File: src/rtl/core/tst_pkg.sv
// Types, codes and helpers shared by the timing statistics table.
package tst_pkg;

	// Default number of table entries.
	localparam int ENTRIES_DEFAULT = 16;

	// Operation codes carried on the input tuser.
	typedef enum logic [2:0] {
		OP_REGISTER  = 3'd0,
		OP_RECORD    = 3'd1,
		OP_RESET_ONE = 3'd2,
		OP_RESET_ALL = 3'd3,
		OP_QUERY     = 3'd4
	} op_t;

	// Status codes carried on the output tuser.
	typedef enum logic [1:0] {
		ST_OK        = 2'd0,
		ST_NULL_KEY  = 2'd1,
		ST_FULL      = 2'd2,
		ST_BAD_INDEX = 2'd3
	} status_t;

	// Sequencer states.
	typedef enum logic [2:0] {
		S_IDLE,
		S_SCAN,
		S_EXEC,
		S_CLEAR,
		S_EMIT
	} state_t;

	// Statistics of one entry, as held in the statistics memory.
	typedef struct packed {
		logic [31:0] calls;
		logic [63:0] total_time;
		logic [31:0] min_time;
		logic [31:0] max_time;
		logic [31:0] last_time;
	} stats_t;

	// One result before the fill count is attached.
	typedef struct packed {
		status_t     status;
		logic [3:0]  result_index;
		logic [31:0] entry_key;
		stats_t      stats;
	} rslt_t;

	// Statistics of an entry that has never been timed.
	function automatic stats_t cleared_stats();
		stats_t s;
		s.calls      = '0;
		s.total_time = '0;
		s.min_time   = '1;
		s.max_time   = '0;
		s.last_time  = '0;
		return s;
	endfunction

endpackage

File: src/rtl/core/tst_ram.sv
// Generic single-write, single-read memory with a registered read port.
module tst_ram #(
	parameter int WIDTH = 32,
	parameter int DEPTH = 16,
	localparam int AW = (DEPTH > 1) ? $clog2(DEPTH) : 1
) (
	input  logic             clk,
	input  logic             we,
	input  logic [AW-1:0]    waddr,
	input  logic [WIDTH-1:0] wdata,
	input  logic [AW-1:0]    raddr,
	output logic [WIDTH-1:0] rdata
);

	logic [WIDTH-1:0] mem [DEPTH];

	// Write port and registered read port.
	always_ff @(posedge clk) begin
		if (we) begin
			mem[waddr] <= wdata;
		end
		rdata <= mem[raddr];
	end

endmodule

File: src/rtl/core/timing_statistics_table.sv
// Top level of the timing statistics table: sequencer, entry count and result register.
//
// The table holds up to ENTRIES timing records, keys in one memory and statistics in a
// second, both with a registered read port. One beat is worked on at a time. A register
// beat walks the filled keys one per cycle through the key memory's read port until it
// finds a match or runs out of filled keys. Record and reset one beats read the addressed
// entry, modify it and write it back; a query beat only reads it. Reset all rewrites the
// statistics of every filled entry, one per cycle. A null key, an invalid index or an
// unused operation code goes straight to the result. A finished result sits in an output
// register, so the next beat is taken while it waits; a further result is held back
// until the waiting one has been taken. No clearing pass runs after reset: entries are
// written when registered.
module timing_statistics_table #(
	parameter int ENTRIES = tst_pkg::ENTRIES_DEFAULT
) (
	input  logic         clk,
	input  logic         arst_n,
	// Input beats.
	input  logic         s_tvalid,
	output logic         s_tready,
	// From bit 0: key[31:0], index[35:32], entry_time[67:36], exit_time[99:68], zero.
	input  logic [103:0] s_tdata,
	// operation[2:0].
	input  logic [2:0]   s_tuser,
	// Result beats.
	output logic         m_tvalid,
	input  logic         m_tready,
	// From bit 0: result_index[3:0], entry_key[35:4], calls[67:36], total_time[131:68],
	// min_time[163:132], max_time[195:164], last_time[227:196], filled_count[232:228], zero.
	output logic [239:0] m_tdata,
	// status[1:0].
	output logic [1:0]   m_tuser
);

	localparam int IDX_W = (ENTRIES > 1) ? $clog2(ENTRIES) : 1;
	localparam int CNT_W = $clog2(ENTRIES + 1);
	localparam int CMP_W = (CNT_W > 4) ? CNT_W : 4;
	localparam int ST_W  = $bits(tst_pkg::stats_t);

	// Input fields.
	logic [31:0] in_key;
	logic [3:0]  in_index;
	logic [31:0] in_entry_time;
	logic [31:0] in_exit_time;
	logic        in_accept;
	logic        in_idx_ok;

	assign in_key        = s_tdata[31:0];
	assign in_index      = s_tdata[35:32];
	assign in_entry_time = s_tdata[67:36];
	assign in_exit_time  = s_tdata[99:68];

	// State and captured beat.
	tst_pkg::state_t state_q, state_d;
	tst_pkg::op_t    op_q;
	logic [31:0]     key_q;
	logic [3:0]      idx_q;
	logic [31:0]     delta_q;
	logic [CNT_W-1:0] used_q;
	logic [CNT_W-1:0] ptr_q;
	logic             cmp_vld_q;
	logic [IDX_W-1:0] cmp_idx_q;
	tst_pkg::rslt_t   res_q, res_d;
	tst_pkg::rslt_t   out_q;
	logic [4:0]       out_filled_q;
	logic             out_vld_q;

	// Memory ports.
	logic [IDX_W-1:0]     raddr;
	logic                 key_we;
	logic [IDX_W-1:0]     key_waddr;
	logic [31:0]          key_rdata;
	logic                 st_we;
	logic [IDX_W-1:0]     st_waddr;
	tst_pkg::stats_t      st_wdata;
	logic [ST_W-1:0]      st_rvec;
	tst_pkg::stats_t      st_rdata;
	tst_pkg::stats_t      upd;

	// Sequencer strobes.
	logic res_ld;
	logic out_ld;
	logic scan_issue;
	logic used_inc;
	logic ptr_adv;
	logic hit;
	logic more;

	assign st_rdata  = st_rvec;
	assign in_accept = s_tvalid && s_tready;
	assign in_idx_ok = CMP_W'(in_index) < CMP_W'(used_q);
	assign more      = ptr_q < used_q;
	assign hit       = cmp_vld_q && (key_rdata == key_q);

	tst_ram #(
		.WIDTH(32),
		.DEPTH(ENTRIES)
	) u_key_ram (
		.clk  (clk),
		.we   (key_we),
		.waddr(key_waddr),
		.wdata(key_q),
		.raddr(raddr),
		.rdata(key_rdata)
	);

	tst_ram #(
		.WIDTH(ST_W),
		.DEPTH(ENTRIES)
	) u_stats_ram (
		.clk  (clk),
		.we   (st_we),
		.waddr(st_waddr),
		.wdata(st_wdata),
		.raddr(raddr),
		.rdata(st_rvec)
	);

	// State register.
	always_ff @(posedge clk or negedge arst_n) begin
		if (!arst_n) begin
			state_q <= tst_pkg::S_IDLE;
		end else begin
			state_q <= state_d;
		end
	end

	// Next state, memory controls and result formation.
	always_comb begin
		state_d    = state_q;
		s_tready   = (state_q == tst_pkg::S_IDLE);
		raddr      = '0;
		key_we     = 1'b0;
		key_waddr  = used_q[IDX_W-1:0];
		st_we      = 1'b0;
		st_waddr   = used_q[IDX_W-1:0];
		st_wdata   = tst_pkg::cleared_stats();
		upd        = st_rdata;
		res_d      = '0;
		res_ld     = 1'b0;
		out_ld     = 1'b0;
		scan_issue = 1'b0;
		used_inc   = 1'b0;
		ptr_adv    = 1'b0;

		unique case (state_q)
			tst_pkg::S_IDLE: begin
				raddr = IDX_W'(in_index);
				if (in_accept) begin
					unique case (s_tuser) inside
						tst_pkg::OP_REGISTER: begin
							if (in_key == 32'd0) begin
								res_d.status = tst_pkg::ST_NULL_KEY;
								res_ld       = 1'b1;
								state_d      = tst_pkg::S_EMIT;
							end else begin
								state_d = tst_pkg::S_SCAN;
							end
						end
						tst_pkg::OP_RECORD, tst_pkg::OP_RESET_ONE, tst_pkg::OP_QUERY: begin
							if (in_idx_ok) begin
								state_d = tst_pkg::S_EXEC;
							end else begin
								res_d.status = tst_pkg::ST_BAD_INDEX;
								res_ld       = 1'b1;
								state_d      = tst_pkg::S_EMIT;
							end
						end
						tst_pkg::OP_RESET_ALL: begin
							state_d = tst_pkg::S_CLEAR;
						end
						default: begin
							res_ld  = 1'b1;
							state_d = tst_pkg::S_EMIT;
						end
					endcase
				end
			end

			// Keys are read one per cycle and each is compared in the cycle after its read.
			tst_pkg::S_SCAN: begin
				raddr      = ptr_q[IDX_W-1:0];
				scan_issue = more && !hit;
				if (hit) begin
					res_d.status       = tst_pkg::ST_OK;
					res_d.result_index = 4'(cmp_idx_q);
					res_d.entry_key    = key_rdata;
					res_d.stats        = st_rdata;
					res_ld             = 1'b1;
					state_d            = tst_pkg::S_EMIT;
				end else if (!cmp_vld_q && !more) begin
					if (used_q == CNT_W'(ENTRIES)) begin
						res_d.status = tst_pkg::ST_FULL;
					end else begin
						key_we             = 1'b1;
						st_we              = 1'b1;
						used_inc           = 1'b1;
						res_d.status       = tst_pkg::ST_OK;
						res_d.result_index = 4'(used_q);
						res_d.entry_key    = key_q;
						res_d.stats        = tst_pkg::cleared_stats();
					end
					res_ld  = 1'b1;
					state_d = tst_pkg::S_EMIT;
				end
			end

			// Read data of the addressed entry is here: modify and write back, except for a query.
			tst_pkg::S_EXEC: begin
				st_waddr = IDX_W'(idx_q);
				case (op_q)
					tst_pkg::OP_RECORD: begin
						upd.calls      = st_rdata.calls + 32'd1;
						upd.total_time = st_rdata.total_time + {32'd0, delta_q};
						upd.last_time  = delta_q;
						if (delta_q < st_rdata.min_time) begin
							upd.min_time = delta_q;
						end
						if (delta_q > st_rdata.max_time) begin
							upd.max_time = delta_q;
						end
					end
					tst_pkg::OP_RESET_ONE: begin
						upd = tst_pkg::cleared_stats();
					end
					default: begin
						upd = st_rdata;
					end
				endcase
				st_wdata        = upd;
				st_we           = (op_q != tst_pkg::OP_QUERY);
				res_d.status    = tst_pkg::ST_OK;
				res_d.entry_key = key_rdata;
				res_d.stats     = upd;
				res_ld          = 1'b1;
				state_d         = tst_pkg::S_EMIT;
			end

			// Sweep the filled entries, clearing their statistics.
			tst_pkg::S_CLEAR: begin
				st_waddr = ptr_q[IDX_W-1:0];
				if (more) begin
					st_we   = 1'b1;
					ptr_adv = 1'b1;
				end else begin
					res_ld  = 1'b1;
					state_d = tst_pkg::S_EMIT;
				end
			end

			// Hand the result over once the output register is free.
			tst_pkg::S_EMIT: begin
				if (!out_vld_q || m_tready) begin
					out_ld  = 1'b1;
					state_d = tst_pkg::S_IDLE;
				end
			end

			default: begin
				state_d = tst_pkg::S_IDLE;
			end
		endcase
	end

	// Control registers.
	always_ff @(posedge clk or negedge arst_n) begin
		if (!arst_n) begin
			used_q    <= '0;
			ptr_q     <= '0;
			cmp_vld_q <= 1'b0;
			out_vld_q <= 1'b0;
		end else begin
			if (in_accept) begin
				ptr_q     <= '0;
				cmp_vld_q <= 1'b0;
			end else begin
				if (state_q == tst_pkg::S_SCAN) begin
					cmp_vld_q <= scan_issue;
				end
				if (scan_issue || ptr_adv) begin
					ptr_q <= ptr_q + CNT_W'(1);
				end
			end
			if (used_inc) begin
				used_q <= used_q + CNT_W'(1);
			end
			if (out_ld) begin
				out_vld_q <= 1'b1;
			end else if (m_tready) begin
				out_vld_q <= 1'b0;
			end
		end
	end

	// Payload registers.
	always_ff @(posedge clk) begin
		if (in_accept) begin
			op_q    <= tst_pkg::op_t'(s_tuser);
			key_q   <= in_key;
			idx_q   <= in_index;
			delta_q <= in_exit_time - in_entry_time;
		end
		if (state_q == tst_pkg::S_SCAN) begin
			cmp_idx_q <= ptr_q[IDX_W-1:0];
		end
		if (res_ld) begin
			res_q <= res_d;
		end
		if (out_ld) begin
			out_q        <= res_q;
			out_filled_q <= 5'(used_q);
		end
	end

	// Result beat.
	assign m_tvalid = out_vld_q;
	assign m_tuser  = out_q.status;
	assign m_tdata  = {7'd0, out_filled_q,
		out_q.stats.last_time, out_q.stats.max_time, out_q.stats.min_time,
		out_q.stats.total_time, out_q.stats.calls,
		out_q.entry_key, out_q.result_index};

endmodule

File: config.mk
export PLATFORM = sky130hd
export DESIGN_NAME = timing_statistics_table
export DESIGN_NICKNAME = d
export VERILOG_FILES = /design/src/rtl/core/tst_pkg.sv /design/src/rtl/core/tst_ram.sv /design/src/rtl/core/timing_statistics_table.sv
export SDC_FILE = /design/constraint.sdc
export NUM_CORES = 2
export LEC_CHECK = 0
export BUFFER_PORTS_ARGS = -buffer_cell sky130_fd_sc_hd__buf_4
export CORE_UTILIZATION = 45
export DETAILED_ROUTE_END_ITERATION = 10
export GPL_TIMING_DRIVEN = 1
export PLACE_DENSITY = 0.72
export SLEW_MARGIN = 20
export SYNTH_ARGS = -nofsm -noshare
export SYNTH_HDL_FRONTEND = slang
export SYNTH_SLANG_ARGS = --single-unit
File: constraint.sdc
create_clock -name clk -period 15.9 [get_ports clk]
set_input_delay 0.795 -clock clk [delete_from_list [all_inputs] [get_ports clk]]
set_output_delay 0.795 -clock clk [all_outputs]
set_load 0.01 [all_outputs]
== After elaboration in Yosys (flattened, before gate mapping) ==
Memories as Yosys holds them, arrays and structs flattened. A register that Yosys moved wholly into a read port is not among the register bits.
Index checks and enable logic that the tools add are counted.
Widths: inputs -> output; s select.
Operators by class
  $add $sub $neg: 5
  order comparisons: 4
  equality and inequality tests: 17
  mux-type cells: 53
  reduce and logical (&&, ||, !) cells: 18
Operators by type and width (number)
  $mux 230: 2
  $pmux 224 s2: 1
  $pmux 192 s2: 1
  $mux 228: 1
  $mux 192: 1
  $add 64x32->64: 1
  $mux 32: 2
  $add 32x1->32 const B: 1
  $eq 32x32->1: 1
  $gt 32x32->1: 1
  $logic_not 32->1: 1
  $lt 32x32->1: 1
  $sub 32x32->32: 1
  $mux 1: 24
  $mux 3: 7
  $pmux 4 s2: 2
  $eq 3x2->1 const B: 5
  $pmux 3 s5: 1
  $add 5x1->5 const B: 2
  $mux 5: 2
  $eq 3x1->1 const B: 3
  $pmux 3 s3: 1
  $pmux 2 s2: 2
  $eq 3x3->1 const B: 2
  16 further kinds: 31
Word-level totals
  register bits: 555
  bits in writable memories: 3584
  input bits: 111
  memories: 2
Memories
  u_stats_ram.mem: depth 16, bits a word 192, read ports 1, clocked after Yosys merged registers in 1, write ports 1, RTL line tst_ram.sv:15  | logic [WIDTH-1:0] mem [DEPTH];
  u_key_ram.mem: depth 16, bits a word 32, read ports 1, clocked after Yosys merged registers in 1, write ports 1, RTL line tst_ram.sv:15

== Longest topological paths before layout ==
  depth in word-level cells: 8
  mapped depth: 14
  gate-level depth less buffers: 12

== Cells and area by module ==
A second synthesis with hierarchy kept.
Second synthesis, totals
  cells, all modules: 8330
  area, all modules: 167483.1 um2
By module, submodules not included
  tst_ram at u_stats_ram: instances 1, cells each 5024, area an instance 118805.2 um2, sequential area each 96092.2 um2
  timing_statistics_table: instances 1, cells each 2468, area an instance 28842.7 um2, sequential area each 16590.9 um2
  tst_ram at u_key_ram: instances 1, cells each 838, area an instance 19835.3 um2, sequential area each 16015.4 um2

== Worst setup path before layout ==
OpenSTA, ideal clock, no wires.
  path type: reg2reg
  start point: register used_q[1]
  end point: memory u_stats_ram.mem[1][0] in the netlist's numbering (enable)
  library setup time: 0.747 ns
  arrival time: 10.084 ns
  path slack: 5.069 ns
  cell stages (with the launch flop): 11
  path buffers: 0
  clock period less this slack: 10.831 ns
  cell sequence: dfrtp_1 > inv_1 > ha_1 > a21o_1 > a21o_1 > a21o_1 > a21o_1 > a211o_1 > a21boi_0 > nand2_1 > nor2_1
On the way
  cells in the longest elaborated chain, start to end: 8
Ends and longest elaborated chain
  start, declared: RTL line timing_statistics_table.sv:59  | logic [CNT_W-1:0] used_q;
  start signal, assigned: RTL line timing_statistics_table.sv:285  | used_q <= used_q + CNT_W'(1);
  $lt 5x5->1: RTL line timing_statistics_table.sv:92  | assign more = ptr_q < used_q;
  $logic_not 1->1: RTL line timing_statistics_table.sv:191  | end else if (!cmp_vld_q && !more) begin
  $logic_and 1x1->1: RTL line timing_statistics_table.sv:191
  $mux 1: RTL line timing_statistics_table.sv:191
  $mux 1: RTL line timing_statistics_table.sv:184  | if (hit) begin
  $pmux 1 s3: RTL line timing_statistics_table.sv:146  | unique case (state_q)
  $mux 1: RTL line tst_ram.sv:19  | if (we) begin
  $mux 1 (not written as such): RTL line tst_ram.sv:20  | mem[waddr] <= wdata;
  end, declared: RTL line tst_ram.sv:15
Parallel ways exist; a longest one is shown, timed or not.

== Final worst setup path ==
  start point: register state_q[0]
  end point: memory u_stats_ram.mem[12][71] in the netlist's numbering (enable)
On the way
  cells in the longest elaborated chain, start to end: 4
Ends and longest elaborated chain
  start, declared: RTL line timing_statistics_table.sv:54  | tst_pkg::state_t state_q, state_d;
  start signal, assigned: RTL line timing_statistics_table.sv:122  | state_q <= tst_pkg::S_IDLE;
  start signal, assigned: RTL line timing_statistics_table.sv:124  | state_q <= state_d;
  $eq 3x2->1 (tied with other cells): RTL line timing_statistics_table.sv:146
  $pmux 1 s3: RTL line timing_statistics_table.sv:146
  $mux 1: RTL line tst_ram.sv:19
  $mux 1 (not written as such): RTL line tst_ram.sv:20
Parallel ways exist; a longest one is shown, timed or not.

==> flow_summary_export.csv <==
group,metric,value,unit
power_and_ir_drop,pwr-share-seq,45.3,%
sta,fin_crit_sh,45.5,%
power_and_ir_drop,clkPwrFrac,31.4,%
sta,fin_setup_tns,0,ps
critical_path,setup.worst_path.class,"reg -> reg",
routing,via_per_inst,6.00,
die,die_h,623,microns
clocking,clockRootBuffer,"clkbuf_16",
routing,drcViolationCount,0,
clocking,clock_sinks,4363,
place,place.gp.congestion,0.882,
finish,fill_cells,30901,
global_routing,grt_pass1_wl,699000,microns
synthesis,synth-seq-area-share,74.3,%
routing,drtIter0Drc,15799,
sta,skew,74.2,ps
die,core,383000,sq um
routing,wire_per_inst,25.9,microns
finish,final_core_util,51.1,%
synthesis,synth-xor-area-share,0.602,%
clocking,insertion_delay,1000,ps
critical_path,cp_max_fo,50,
sta,period_needed,7230,ps
synthesis,syn_avg_cell_area,13.2,sq um
synthesis,async_reset_ff_share,0.344,%
power_and_ir_drop,p_comb_share,23.4,%
routing,routed_wl,486000,microns
synthesis,synth_top_family_by_area,"simple AND/OR/NAND/NOR gates",
finish,layout-drive-gt1-share,9.56,%
clocking,cts_resized,0,
critical_path,cp-end-kind,"flop",
sta,max_slew_margin,20.0,%
synthesis,synth_top_area_share,71.5,%
hold_path,hold_path_startpoint,"s_tuser[0]",
clocking,holdBufCountCts,37,
sta,rsz0062_at_grt,"false",
synthesis,synth_edf_count,4124,
clocking,cts_buffers,423,
critical_path,setup.worst_path.start,"state_q[0]$_DFFE_PN0P_",
sta,whs,58.2,ps
routing,firstDrtPassIters,6,
die,dieArea,388000,sq um
global_routing,grt_max_degree,200,
synthesis,yosysUniqueCellTypes,72,
power_and_ir_drop,total_power,0.0320,W
place,io_buffers,343,
finish,layout.nets,13562,
global_routing,grt-ovfl-total,0,
routing,drtAntennaViolNets,0,
power_and_ir_drop,ir_drop,0.213,mV
power_and_ir_drop,leakagePower,69.8,nW
critical_path,arrival,7780,ps
synthesis,synth_area_leaders,"edfxtp_1, nand2_1, a311oi_1",
hold_path,worstHoldPathType,"in -> reg",
clocking,clockBufferDepth,4,
power_and_ir_drop,powerDensity,163,nW/um^2
routing,num_vias,112504,
clocking,tritoncts,"yes",
die,rows,227,
finish,fin_cells,18740,
die,initial_utilization,45.3,%
global_routing,grt_pass1_vias,105874,
synthesis,netlist_area,173000,sq um
clocking,cts_setup_buffers,0,
synthesis,synthAdderAreaFrac,1.03,%
synthesis,yosys_warnings,0,
synthesis,synth_mux_area_share,0.134,%
critical_path,worstSetupStartpointType,"flop",
clocking,clk_pin_slew,70,ps
sta,max_freq,0.138,GHz
sta,tightest_slew,1190,ps
sta,maxSlewViolCount,0,
sta,hold_violations,0,
synthesis,ys_ff_latch,4363,
place,dp_hpwl,257000,microns
synthesis,synthCells,13140,
finish,syn_to_final_growth,13.0,%
run_status,status,"completed",
sta,setup_violations,0,
run,maxCapViolations,0,
synthesis,synth_flop_cell,"edfxtp_1",
die,boundaryPins,355,
power_and_ir_drop,netSwitchingFraction,32.2,%
global_routing,grt_usage,24.1,%
die,die_w,623,microns
clocking,cts_max_level,5,
power_and_ir_drop,p_switching,0.0103,W
synthesis,synth_compound_area_share,7.92,%
synthesis,synth-simple-area-share,13.8,%
synthesis,yosysTopAreaCell,"edfxtp_1",
critical_path,r2r_start,"state_q[0]$_DFFE_PN0P_",
power_and_ir_drop,internal_power,0.0217,W
critical_path,cp.required,16450,ps
place,dp_cells,17885,
global_routing,antenna_found_initial,34,
==> metrics by stage <==
step	instance area [sq um]	setup WS, ps
final	196000	8670
after CTS	196000	8810
after detailed placement	181000	8860
after global placement	181000	8880
after floorplan	173000	5070
after global routing	196000	8490
==> cells in the final DEF (no fill, tap or decap), types with 104 or more instances in the layout <==
master / count
edfxtp_1: 4124
nand2_1: 3765
nand3_1: 961
a311oi_1: 673
buf_4: 540
and3_1: 465
clkbuf_16: 427
a21oi_1: 325
a31oi_1: 236
dfxtp_1: 224
nor2_1: 184
a21o_1: 173
ha_1: 139
inv_1: 131
clkbuf_1: 107
a22o_1: 104
==> worst max-delay path, stage by stage, from the launching register on <==
cell and delay (ps):
dfrtp_1 980, nor2b_1 250, nand2_1 410, nor2_1 190
o21ai_0 180, nor2_1 300, nand2_1 290, a21oi_1 250
nand2_1 260, nor2_4 890, buf_4 970, buf_4 860
buf_4 870
==> cells in the mapped netlist, types with 10 or more instances <==
master    instances
o21bai_1         12
dfxtp_1         224
a311oi_1        673
o21ai_0         106
and2_1           22
nand4_1          47
clkbuf_1        816
a211oi_1         10
or2_2            11
or3_1            21
and3_1          478
xnor2_1          72
a22oi_1          63
nor2_1          205
nand3_1         961
a21o_1          173
nand2_1        3771
xor2_1           47
o211a_1          12
a22o_1          104
a31oi_1         237
buf_1            37
nand2b_1         16
o211ai_1         15
o22ai_1          36
o31ai_1          15
nor2b_1          12
dfrtp_1          15
mux2i_1          13
nor4_1           15
edfxtp_1       4124
ha_1            139
inv_1           131
nor3_1           33
o21a_1           22
a211o_1          20
a21oi_1         335
==> final timing paths <==
path,to,slack [ps],cells after the start
worst min-delay path,op_q[0]$_DFFE_PP_,60,1
worst max-delay path,u_stats_ram.mem[12][71]$_DFFE_PP_,8670,12
worst max register to register,u_stats_ram.mem[12][71]$_DFFE_PP_,8670,12
min in group asynchronous,state_q[2]$_DFFE_PN0P_,240,2
max in group asynchronous,used_q[4]$_DFFE_PN0P_,15420,2
worst min register to register,m_tdata[198]$_DFFE_PP_,390,0
==> routing by layer <==
metal	vias up	track usage, %	wire, microns	share of wire, %
met2	6757	37.5	222000	46
met5	-	0	82	0.017
met4	14	13.9	30300	6.2
li1	49162	-	-	-
met1	55468	32.0	179000	37
met3	1103	4.29	54900	11
==> power groups by stage <==
| stage | sequential [W] | clock (W) | combinational (W) |
|---|---|---|---|
| 4_1_cts | 0.0145 | 0.0101 | 0.00738 |
| 5_1_grt | 0.0145 | 0.0105 | 0.00808 |
| 6_report | 0.0145 | 0.0100 | 0.00748 |
| 2_1_floorplan | 0.0145 | 0 | 0.00477 |
| 3_5_place_dp | 0.0147 | 0 | 0.00733 |
| 3_3_place_gp | 0.0147 | 0 | 0.00721 |
==> sequential cells by signal, summed over array words and instances, names as in the netlist, 3 cells and up <==
name and count:
ptr_q 5, delta_q 32, u_key_ram.mem 512, cmp_idx_q 4, used_q 5, res_q 230, u_stats_ram.rdata 192, u_key_ram.rdata 32
idx_q 4, out_filled_q 5, state_q 3, key_q 32, op_q 3, m_tdata 228, u_stats_ram.mem 3072
==> area by class of cell <==
class | instances | area, sq um | area share, %
clock buffers | 586 | 11800 | 6.03
inverters | 132 | 498 | 0.254
multi-input cells | 7782 | 41200 | 21.0
diodes | 20 | 50.0 | 0.0256
repair buffers | 608 | 5060 | 2.59
flip-flops and latches | 4363 | 129000 | 65.8
clock inverters | 211 | 2130 | 1.09
well taps | 5038 | 6300 | 3.22
==> logic make-up after synthesis <==
| group | count (synthesis) |
|---|---|
| xor gates and xnor gates | 119 |
| AOI/OAI and AO/OA | 1876 |
| DFF | 4363 |
| other | 1 |
| and+or+nand+nor | 5616 |
| buffers and inverters | 1001 |
| muxes | 22 |
| adders and majority gates | 142 |
(Power assumes the default switching activity.)
